<file path="config.mk">
export PLATFORM = sky130hd
export DESIGN_NAME = buzzer_pattern_with_alarm_override
export DESIGN_NICKNAME = d
export VERILOG_FILES = /design/src/hdl/bpao_pkg.sv /design/src/hdl/bpao_rem.sv /design/src/hdl/buzzer_pattern_with_alarm_override.sv
export VERILOG_INCLUDE_DIRS = /design/src /design/src/hdl
export SDC_FILE = /design/constraint.sdc
export NUM_CORES = 2
export LEC_CHECK = 0
export ABC_AREA = 1
export ABC_CLOCK_PERIOD_IN_PS = 10400
export BUFFER_PORTS_ARGS = -buffer_cell sky130_fd_sc_hd__buf_2
export CORE_ASPECT_RATIO = 1.75
export CORE_MARGIN = 2
export CORE_UTILIZATION = 50
export DETAILED_ROUTE_END_ITERATION = 7
export GPL_TIMING_DRIVEN = 1
export MAX_ROUTING_LAYER = met4
export PLACE_DENSITY = 0.69
export SETUP_SLACK_MARGIN = 0.2
export SLEW_MARGIN = 40
export SYNTH_ARGS = -nofsm -noshare
export SYNTH_HDL_FRONTEND = slang
export SYNTH_SLANG_ARGS = --single-unit
</file>
<file path="constraint.sdc">
create_clock -name clk_i -period 10.4 [get_ports clk_i]
set_input_delay 2.08 -clock clk_i [delete_from_list [all_inputs] [get_ports clk_i]]
set_output_delay 2.08 -clock clk_i [all_outputs]
set_load 0.03 [all_outputs]
</file>
<file path="src/hdl/buzzer_pattern_with_alarm_override_macros.svh">
// Assertion helpers shared by the buzzer pattern RTL.
// Both macros sample on clk_i and are switched off while rst_ni is low.
`ifndef BUZZER_PATTERN_WITH_ALARM_OVERRIDE_MACROS_SVH
`define BUZZER_PATTERN_WITH_ALARM_OVERRIDE_MACROS_SVH

// The consequent must hold in the same cycle as the antecedent.
`define BPAO_ASSERT_NOW(label, ante, cons, msg) \
  label: assert property (@(posedge clk_i) disable iff (!rst_ni) (ante) |-> (cons)) \
    else $error(msg);

// The consequent must hold in the cycle after the antecedent.
`define BPAO_ASSERT_NEXT(label, ante, cons, msg) \
  label: assert property (@(posedge clk_i) disable iff (!rst_ni) (ante) |=> (cons)) \
    else $error(msg);

`endif

</file>
<file path="src/hdl/bpao_pkg.sv">
`default_nettype none

package bpao_pkg;

  // Field widths of the words on both channels.
  localparam int unsigned NOW_W    = 32;
  localparam int unsigned LEN_W    = 16;
  localparam int unsigned PERIOD_W = LEN_W + 1;
  localparam int unsigned PROD_W   = PERIOD_W + LEN_W;
  localparam int unsigned CFG_IDX_W = 2;

  // Default width of the saturating elapsed-time accumulators.
  localparam int unsigned ELAPSED_BITS_DEF = 48;

  // Reset values of the alarm pattern registers.
  localparam logic [LEN_W-1:0] ALARM_ON_RST     = 16'd500;
  localparam logic [LEN_W-1:0] ALARM_OFF_RST    = 16'd500;
  localparam logic [LEN_W-1:0] ALARM_REPEAT_RST = 16'd3;
  localparam logic [LEN_W-1:0] ALARM_FREQ_RST   = 16'd2000;

  // Operation codes of an input word.
  typedef enum logic [1:0] {
    OP_TICK     = 2'd0,
    OP_HOST_CMD = 2'd1,
    OP_ALARM    = 2'd2,
    OP_UNUSED   = 2'd3
  } bpao_op_e;

  // Configuration register indexes.
  typedef enum logic [CFG_IDX_W-1:0] {
    CFG_ALARM_ON     = 2'd0,
    CFG_ALARM_OFF    = 2'd1,
    CFG_ALARM_REPEAT = 2'd2,
    CFG_ALARM_FREQ   = 2'd3
  } bpao_cfg_e;

  // Input word.
  typedef struct packed {
    logic [1:0]       operation;
    logic [NOW_W-1:0] now_ms;
    logic [LEN_W-1:0] cmd_on_ms;
    logic [LEN_W-1:0] cmd_off_ms;
    logic [LEN_W-1:0] cmd_repeat;
    logic [LEN_W-1:0] cmd_freq_hz;
  } bpao_in_t;

  // Output word.
  typedef struct packed {
    logic [LEN_W-1:0] tone_hz;
    logic             alarm_playing;
  } bpao_out_t;

  // Status returned by the remainder unit.
  typedef struct packed {
    logic                busy;
    logic                done;
    logic [PERIOD_W-1:0] rem;
  } bpao_rem_rsp_t;

endpackage

`default_nettype wire

</file>
<file path="src/hdl/bpao_rem.sv">
`default_nettype none

// Restoring remainder unit: one dividend bit per cycle, most significant first.
module bpao_rem
  import bpao_pkg::*;
#(
  parameter int unsigned ELAPSED_BITS = ELAPSED_BITS_DEF
) (
  input  wire logic                    clk_i,
  input  wire logic                    rst_ni,
  input  wire logic                    start_i,
  input  wire logic [ELAPSED_BITS-1:0] dividend_i,
  input  wire logic [PERIOD_W-1:0]     divisor_i,
  output bpao_rem_rsp_t                rsp_o
);

  localparam int unsigned CNT_W = $clog2(ELAPSED_BITS + 1);

  logic [ELAPSED_BITS-1:0] dvd_q;
  logic [PERIOD_W-1:0]     dvs_q;
  logic [PERIOD_W-1:0]     rem_q;
  logic [CNT_W-1:0]        cnt_q;
  logic                    done_q;
  logic [PERIOD_W:0]       trial;
  logic                    fits;
  logic [PERIOD_W-1:0]     rem_d;

  // Shift the next dividend bit in and subtract the divisor when it fits.
  assign trial = {rem_q, dvd_q[ELAPSED_BITS-1]};
  assign fits  = (trial >= {1'b0, dvs_q});
  always_comb begin
    if (fits) begin
      rem_d = PERIOD_W'(trial - {1'b0, dvs_q});
    end else begin
      rem_d = trial[PERIOD_W-1:0];
    end
  end

  // Step counter and working registers.
  always_ff @(posedge clk_i or negedge rst_ni) begin
    if (!rst_ni) begin
      dvd_q  <= '0;
      dvs_q  <= '0;
      rem_q  <= '0;
      cnt_q  <= '0;
      done_q <= 1'b0;
    end else begin
      done_q <= 1'b0;
      if (start_i) begin
        dvd_q <= dividend_i;
        dvs_q <= divisor_i;
        rem_q <= '0;
        cnt_q <= CNT_W'(ELAPSED_BITS);
      end else if (cnt_q != '0) begin
        dvd_q <= {dvd_q[ELAPSED_BITS-2:0], 1'b0};
        rem_q <= rem_d;
        cnt_q <= cnt_q - CNT_W'(1);
        if (cnt_q == CNT_W'(1)) begin
          done_q <= 1'b1;
        end
      end
    end
  end

  assign rsp_o.busy = (cnt_q != '0);
  assign rsp_o.done = done_q;
  assign rsp_o.rem  = rem_q;

endmodule

`default_nettype wire

</file>
<file path="src/hdl/buzzer_pattern_with_alarm_override.sv">
`default_nettype none

// Buzzer on/off tone pattern generator with a battery alarm override. Each input
// word is a tick carrying the millisecond time, a host pattern command, or an
// alarm trigger; only ticks produce an output word (tone and alarm flag).
// Commands and triggers are taken in the idle state, which the block does not leave
// for them. A tick goes through S_ACC, S_CHECK and S_MOD, where it waits for the
// remainder unit, and then S_OUT; when the alarm completes on that tick, the
// sequencer returns to S_ACC and evaluates the host pattern in its place. Silent,
// steady and finished patterns skip the phase calculation and so skip S_MOD.
// The shared remainder unit works out elapsed time modulo the pattern period
// one bit per cycle. A finished output word waits in its own register, so the next
// input word is taken before it is collected.
// Alarm registers may be written only while no tick is in progress.
module buzzer_pattern_with_alarm_override
  import bpao_pkg::*;
#(
  parameter int unsigned ELAPSED_BITS = ELAPSED_BITS_DEF
) (
  input  wire logic                 clk_i,
  input  wire logic                 rst_ni,
  input  wire logic                 in_valid_i,
  output logic                      in_ready_o,
  input  wire bpao_in_t             in_data_i,
  output logic                      out_valid_o,
  input  wire logic                 out_ready_i,
  output bpao_out_t                 out_data_o,
  input  wire logic                 cfg_we_i,
  input  wire logic [CFG_IDX_W-1:0] cfg_idx_i,
  input  wire logic [LEN_W-1:0]     cfg_wdata_i
);

  `include "buzzer_pattern_with_alarm_override_macros.svh"

  localparam int unsigned EW = ELAPSED_BITS;

  typedef enum logic [2:0] {
    S_IDLE,
    S_ACC,
    S_CHECK,
    S_MOD,
    S_OUT
  } state_e;

  state_e state_q;

  // Alarm configuration.
  logic [LEN_W-1:0] alarm_on_q, alarm_off_q, alarm_repeat_q, alarm_freq_q;

  // Pattern state.
  logic [LEN_W-1:0] host_on_q, host_off_q, host_cycles_q, host_tone_q;
  logic [NOW_W-1:0] host_last_q, alarm_last_q;
  logic [EW-1:0]    host_elapsed_q, alarm_elapsed_q;
  logic             alarm_flag_q;

  // Tick in progress.
  logic                sel_alarm_q;
  logic [NOW_W-1:0]    now_q;
  logic [PERIOD_W-1:0] period_q;
  logic [PROD_W-1:0]   prod_q;
  bpao_out_t           res_q;
  bpao_out_t           out_q;
  logic                out_valid_q;

  // Selected pattern operands.
  logic [LEN_W-1:0] p_on, p_off, p_cyc, p_freq;
  logic [NOW_W-1:0] p_last;
  logic [EW-1:0]    p_elapsed;
  logic [NOW_W-1:0] diff;
  logic [EW:0]      sum;
  logic [EW-1:0]    acc_val;
  logic [PERIOD_W-1:0] period_d;
  logic                complete;
  logic                rem_start;
  logic                out_free;
  bpao_rem_rsp_t       rem_rsp;

  // The host pattern is silent when its tone is zero.
  always_comb begin
    if (sel_alarm_q) begin
      p_on      = alarm_on_q;
      p_off     = alarm_off_q;
      p_cyc     = alarm_repeat_q;
      p_freq    = alarm_freq_q;
      p_last    = alarm_last_q;
      p_elapsed = alarm_elapsed_q;
    end else begin
      p_on      = (host_tone_q == '0) ? '0 : host_on_q;
      p_off     = host_off_q;
      p_cyc     = host_cycles_q;
      p_freq    = host_tone_q;
      p_last    = host_last_q;
      p_elapsed = host_elapsed_q;
    end
  end

  // Saturating accumulation of the wrapping time difference.
  assign diff     = now_q - p_last;
  assign sum      = {1'b0, p_elapsed} + {{(EW + 1 - NOW_W){1'b0}}, diff};
  assign acc_val  = sum[EW] ? '1 : sum[EW-1:0];
  assign period_d = {1'b0, p_on} + {1'b0, p_off};

  // The pattern is complete once all its cycles have gone by.
  assign complete  = (p_cyc != '0) && (p_elapsed >= {{(EW - PROD_W){1'b0}}, prod_q});
  assign rem_start = (state_q == S_CHECK) && !complete;
  assign out_free  = !out_valid_q || out_ready_i;

  bpao_rem #(
    .ELAPSED_BITS(ELAPSED_BITS)
  ) u_rem (
    .clk_i     (clk_i),
    .rst_ni    (rst_ni),
    .start_i   (rem_start),
    .dividend_i(p_elapsed),
    .divisor_i (period_q),
    .rsp_o     (rem_rsp)
  );

  // Sequencer, pattern state and output register.
  always_ff @(posedge clk_i or negedge rst_ni) begin
    if (!rst_ni) begin
      state_q         <= S_IDLE;
      alarm_on_q      <= ALARM_ON_RST;
      alarm_off_q     <= ALARM_OFF_RST;
      alarm_repeat_q  <= ALARM_REPEAT_RST;
      alarm_freq_q    <= ALARM_FREQ_RST;
      host_on_q       <= '0;
      host_off_q      <= '0;
      host_cycles_q   <= '0;
      host_tone_q     <= '0;
      host_last_q     <= '0;
      host_elapsed_q  <= '0;
      alarm_last_q    <= '0;
      alarm_elapsed_q <= '0;
      alarm_flag_q    <= 1'b0;
      sel_alarm_q     <= 1'b0;
      now_q           <= '0;
      period_q        <= '0;
      prod_q          <= '0;
      res_q           <= '0;
      out_q           <= '0;
      out_valid_q     <= 1'b0;
    end else begin
      // Configuration writes.
      if (cfg_we_i) begin
        case (cfg_idx_i)
          CFG_ALARM_ON:     alarm_on_q     <= cfg_wdata_i;
          CFG_ALARM_OFF:    alarm_off_q    <= cfg_wdata_i;
          CFG_ALARM_REPEAT: alarm_repeat_q <= cfg_wdata_i;
          CFG_ALARM_FREQ:   alarm_freq_q   <= cfg_wdata_i;
          default: ;
        endcase
      end

      // A collected word leaves the output register unless a new one replaces it.
      if (out_valid_q && out_ready_i && (state_q != S_OUT)) begin
        out_valid_q <= 1'b0;
      end

      case (state_q)
        S_IDLE: begin
          if (in_valid_i) begin
            now_q <= in_data_i.now_ms;
            case (in_data_i.operation)
              OP_TICK: begin
                sel_alarm_q <= alarm_flag_q;
                state_q     <= S_ACC;
              end
              OP_HOST_CMD: begin
                host_on_q     <= in_data_i.cmd_on_ms;
                host_off_q    <= in_data_i.cmd_off_ms;
                host_cycles_q <= in_data_i.cmd_repeat;
                host_tone_q   <= in_data_i.cmd_freq_hz;
                if (!alarm_flag_q) begin
                  host_last_q    <= in_data_i.now_ms;
                  host_elapsed_q <= '0;
                end
              end
              OP_ALARM: begin
                alarm_flag_q    <= 1'b1;
                alarm_last_q    <= in_data_i.now_ms;
                alarm_elapsed_q <= '0;
              end
              default: ;
            endcase
          end
        end

        S_ACC: begin
          if (p_on == '0) begin
            if (sel_alarm_q) begin
              // Alarm done: restart the host pattern at this tick.
              alarm_flag_q   <= 1'b0;
              sel_alarm_q    <= 1'b0;
              host_last_q    <= now_q;
              host_elapsed_q <= '0;
            end else begin
              res_q   <= '0;
              state_q <= S_OUT;
            end
          end else if (p_off == '0) begin
            res_q.tone_hz       <= p_freq;
            res_q.alarm_playing <= sel_alarm_q;
            state_q             <= S_OUT;
          end else begin
            if (sel_alarm_q) begin
              alarm_last_q    <= now_q;
              alarm_elapsed_q <= acc_val;
            end else begin
              host_last_q    <= now_q;
              host_elapsed_q <= acc_val;
            end
            period_q <= period_d;
            prod_q   <= PROD_W'(period_d) * PROD_W'(p_cyc);
            state_q  <= S_CHECK;
          end
        end

        S_CHECK: begin
          if (complete) begin
            if (sel_alarm_q) begin
              alarm_flag_q   <= 1'b0;
              sel_alarm_q    <= 1'b0;
              host_last_q    <= now_q;
              host_elapsed_q <= '0;
              state_q        <= S_ACC;
            end else begin
              res_q   <= '0;
              state_q <= S_OUT;
            end
          end else begin
            state_q <= S_MOD;
          end
        end

        S_MOD: begin
          if (rem_rsp.done) begin
            res_q.tone_hz       <= (rem_rsp.rem < {1'b0, p_on}) ? p_freq : '0;
            res_q.alarm_playing <= sel_alarm_q;
            state_q             <= S_OUT;
          end
        end

        S_OUT: begin
          if (out_free) begin
            out_q       <= res_q;
            out_valid_q <= 1'b1;
            state_q     <= S_IDLE;
          end
        end

        default: state_q <= S_IDLE;
      endcase
    end
  end

  assign in_ready_o  = (state_q == S_IDLE);
  assign out_valid_o = out_valid_q;
  assign out_data_o  = out_q;

  // A tick keeps the block busy for at least the following cycle.
  `BPAO_ASSERT_NEXT(a_tick_busy, in_valid_i && in_ready_o && (in_data_i.operation == OP_TICK), !in_ready_o, "tick accepted but block ready next cycle")
  // The remainder unit only finishes while the sequencer waits for it.
  `BPAO_ASSERT_NOW(a_rem_done_waited, rem_rsp.done, state_q == S_MOD, "remainder result arrived outside its wait state")
  // The remainder unit only works while the sequencer waits for it.
  `BPAO_ASSERT_NOW(a_rem_busy_waited, rem_rsp.busy, state_q == S_MOD, "remainder unit busy outside its wait state")
  // An alarm word is only produced while the alarm is still active.
  `BPAO_ASSERT_NOW(a_alarm_word_active, (state_q == S_OUT) && res_q.alarm_playing, alarm_flag_q, "alarm word produced with alarm inactive")
  // When the alarm ends, the host pattern restarts from zero at that tick.
  `BPAO_ASSERT_NOW(a_host_restart, $fell(alarm_flag_q), (host_elapsed_q == '0) && (host_last_q == now_q), "host pattern not restarted when alarm ended")

endmodule

`default_nettype wire
</file>
==> run metrics <==
Non-Filler Instances=6766; share of layout cells above drive strength 1=0.0672; Area growth syn-to-layout=7.90%; Mapped Nets=6224; DIE WIDTH=219 um; Critical path origin=sel_alarm_q; number of setup buffers added after CTS=0; grt met2 use=0.600; DR iter-0 viols=between 2000 and 3000; Slew headroom=0.431; H-tree levels=2; GRT met3 Usage=0.0402; DP Cell Count=about 6700; f_max=around 110 MHz; fin util=0.543; combinational share of power=0.032; Worst VDD drop=0.119 mV; Tcrit/Tclk final=0.845; worst path arrival time=between 9000 and 10000 ps; final setup fails=0; Critical Path RT=about 11000 ps; vias in the first global route=38100; ys flop type=dfrtp_1; CTS clk-pin slew, worst paths=approximately 70 ps; vias per cell=about 5.6; Routed Antenna Nets=0; Final Worst Setup Slack=~1600 ps; area leader, netlist=dfrtp_1; pre-CTS WS=1810 ps; Initial Utilization=0.503; CTS tree=built; first-pass GRT wire length=~220000 um; R2R Path Start=sel_alarm_q; mapped cell area=between 40000 and 50000 um^2; slowest CP cell=dfrtp_4; vias post-DR=38000; RePlAce Congestion=around 1.1; Die Y=between 300 and 400 um; Net Sw Frac=0.238; R2R cell count=32; global-route congestion overflow total=0; Post-synth EDFFs=0; most frequent CP cell=inv_1; most used routing layer in global routing=met2; Slew Limit Fails=0; core area=slightly above 80000 um^2; Post-Syn Instances=between 5000 and 6000; Resized cells post-CTS=0; critical path class=reg2reg; post-synthesis average cell area=7.18 um^2; worst setup path endpoint=prod_q[24]; Hold Path Class=reg2reg; Clock Path Buffers=3; die area=around 84000 um^2; synth top area cells=dfrtp_1 (30%), nand2_1 (16%), fa_1 (10%); Routed WL=around 140000 um; synth unique cells=53; Slew @ Worst Pin=roughly 850 ps; I/O Pins=140; Num CTS Buffers=49; Final nets=between 6000 and 7000; initial antenna violation count=3; Sink Count=499; RSZ-0062 raised after global routing=no; Post-DP HPWL=about 110000 um; Yosys top cell area share=0.295; Psw=between 0.0009 and 0.001 W; CTS Hold Bufs=0; setup TNS=0 ps; P_leak=~23 nW; Global Route Usage Sum=0.346; Worst R2R Setup Slack=1610 ps; Yosys warning count=0; Clk network pwr share=0.467; clk root buf=clkbuf_16; fraction of registers with async set/reset=1.00; router iterations before antenna repair=6; min cycle time layout=approximately 8800 ps; final hold viol count=0; DRC viols=0; Worst Setup End Kind=flop; Wirelength per Cell=~20 um; largest net degree at the start of global routing=110; number of synthesized register bits=about 500; max cap viols=0; RR Endpoint=prod_q[24]; sequential power share=0.501; Rows=~140; GRT met1 Usage=0.356; status=completed; Critical Path Max Stage Delay=700 ps; Setup crit start kind=flop; Pint=between 0.003 and 0.004 W; overall power=between 0.004 and 0.005 W; port bufs=between 100 and 150; crit path max fanout=49; PwrDens=roughly 92 nW/um^2; Worst-Skew Late Latency=640 ps; Layout Skew=43.2 ps; sequential-to-total area share from yosys stat=0.308
## how the worst min path moves through the flow
stage                              from                  end  slack, ps  cells past startpoint
global route         host_elapsed_q[20]   host_elapsed_q[20]        490                      2
global placement    alarm_elapsed_q[41]  alarm_elapsed_q[41]        460                      2
CTS                  host_elapsed_q[11]   host_elapsed_q[11]        480                      2
finish                   host_last_q[9]       host_last_q[9]        480                      2
detailed placement   host_elapsed_q[12]   host_elapsed_q[12]        470                      2
floorplan             alarm_repeat_q[7]    alarm_repeat_q[7]        450                      2
## synth_stat cells, types with 9 or more instances
cell type  count
buf_1          9
o21bai_1      43
buf_2         52
a21oi_1      249
nand2_1     1770
o211ai_1      24
buf_4         15
clkinv_1      10
mux2_2        27
nand3_1      426
a21o_1        10
o21a_1        12
xor2_1        66
inv_1        713
nor3_1        25
nand4_1       45
o21ai_0      450
buf_6         16
nor2_1       423
nor4_1        18
a31oi_1       10
dfstp_2       20
o21ai_1       51
clkbuf_1     130
or2_2         12
dfrtp_1      479
fa_1         211
xnor2_1       29
ha_1         242
## power groups by stage
stage	registers [W]	logic [W]	clock network (W)
floorplan	0.00204	0.0000451	0
global placement	0.00205	0.000125	0
detailed placement	0.00205	0.000130	0
CTS	0.00201	0.000130	0.00190
global route	0.00202	0.000150	0.00197
finish	0.00202	0.000128	0.00188
## state kept, by name, summed over array words and instances (netlist names), 3 cells and up
name	count
alarm_elapsed_q	48
alarm_freq_q	16
alarm_last_q	32
alarm_off_q	16
alarm_on_q	16
alarm_repeat_q	16
host_cycles_q	16
host_elapsed_q	48
host_last_q	32
host_off_q	16
host_on_q	16
host_tone_q	16
now_q	32
out_data_o	17
period_q	17
prod_q	33
res_q	17
state_q	3
u_rem.cnt_q	6
u_rem.dvd_q	48
u_rem.dvs_q	17
u_rem.rem_q	17
## cells in the final DEF, fill, tap and decap left out, types with 9 or more instances in the layout
cell,instances
clkbuf_8,11
clkinv_1,10
xnor2_1,29
a21oi_1,249
clkbuf_1,9
nand4_1,45
o21ai_1,52
nand2_1,1767
buf_4,46
or2_2,12
nor2_1,421
dfrtp_1,478
o21a_1,12
o21bai_1,43
nor4_1,17
clkbuf_16,49
o21ai_0,445
o211ai_1,24
inv_1,712
a21o_1,10
mux2_2,27
fa_1,211
nor3_1,23
buf_2,138
xor2_1,66
ha_1,242
clkinv_2,11
a31oi_1,10
nand3_1,424
dfstp_2,20
nand2_2,9
## routing by layer
| layer | share of wire | vias up |
|---|---|---|
| met5 | 0 | - |
| li1 | - | 18000 |
| met3 | 0.049 | 539 |
| met2 | 0.51 | 1384 |
| met1 | 0.35 | 18000 |
| met4 | 0.091 | 0 |
## final cells by class
| class | count | area [um^2] |
|---|---|---|
| inverters | 732 | 2750 |
| multi-input cells | 4197 | 24300 |
| diodes | 2 | 5.00 |
| clock inverters | 23 | 251 |
| fillers | 7997 | 36800 |
| clock buffers | 69 | 1410 |
| flip-flops and latches | 499 | 12500 |
| repair buffers | 194 | 1200 |
| well taps | 1050 | 1310 |
## stage by stage
step	hold WS (ps)	instance area, um^2
2_1_floorplan	445	40600
3_3_place_gp	461	42000
3_5_place_dp	465	42100
6_report	479	43800
5_1_grt	493	43800
4_1_cts	482	43800
## cells by family after synthesis
family / share of synthesized area
xor+xnor: 0.0205
mux: 0.00749
fa+ha+maj: 0.179
compound gates: 0.115
flops: 0.308
buf+inv: 0.0942
simple gates: 0.276
## worst max-delay path: cells and delay by family, from the launching register on
kind                       cells  cell delay, ps
adders and majority gates      8            3770
DFF                            1             700
xor gates and xnor gates       1             150
buffers and inverters          9             950
and+or+nand+nor                5            1100
AOI/OAI and AO/OA              9            1920
Power figures use the tool's default switching activity.
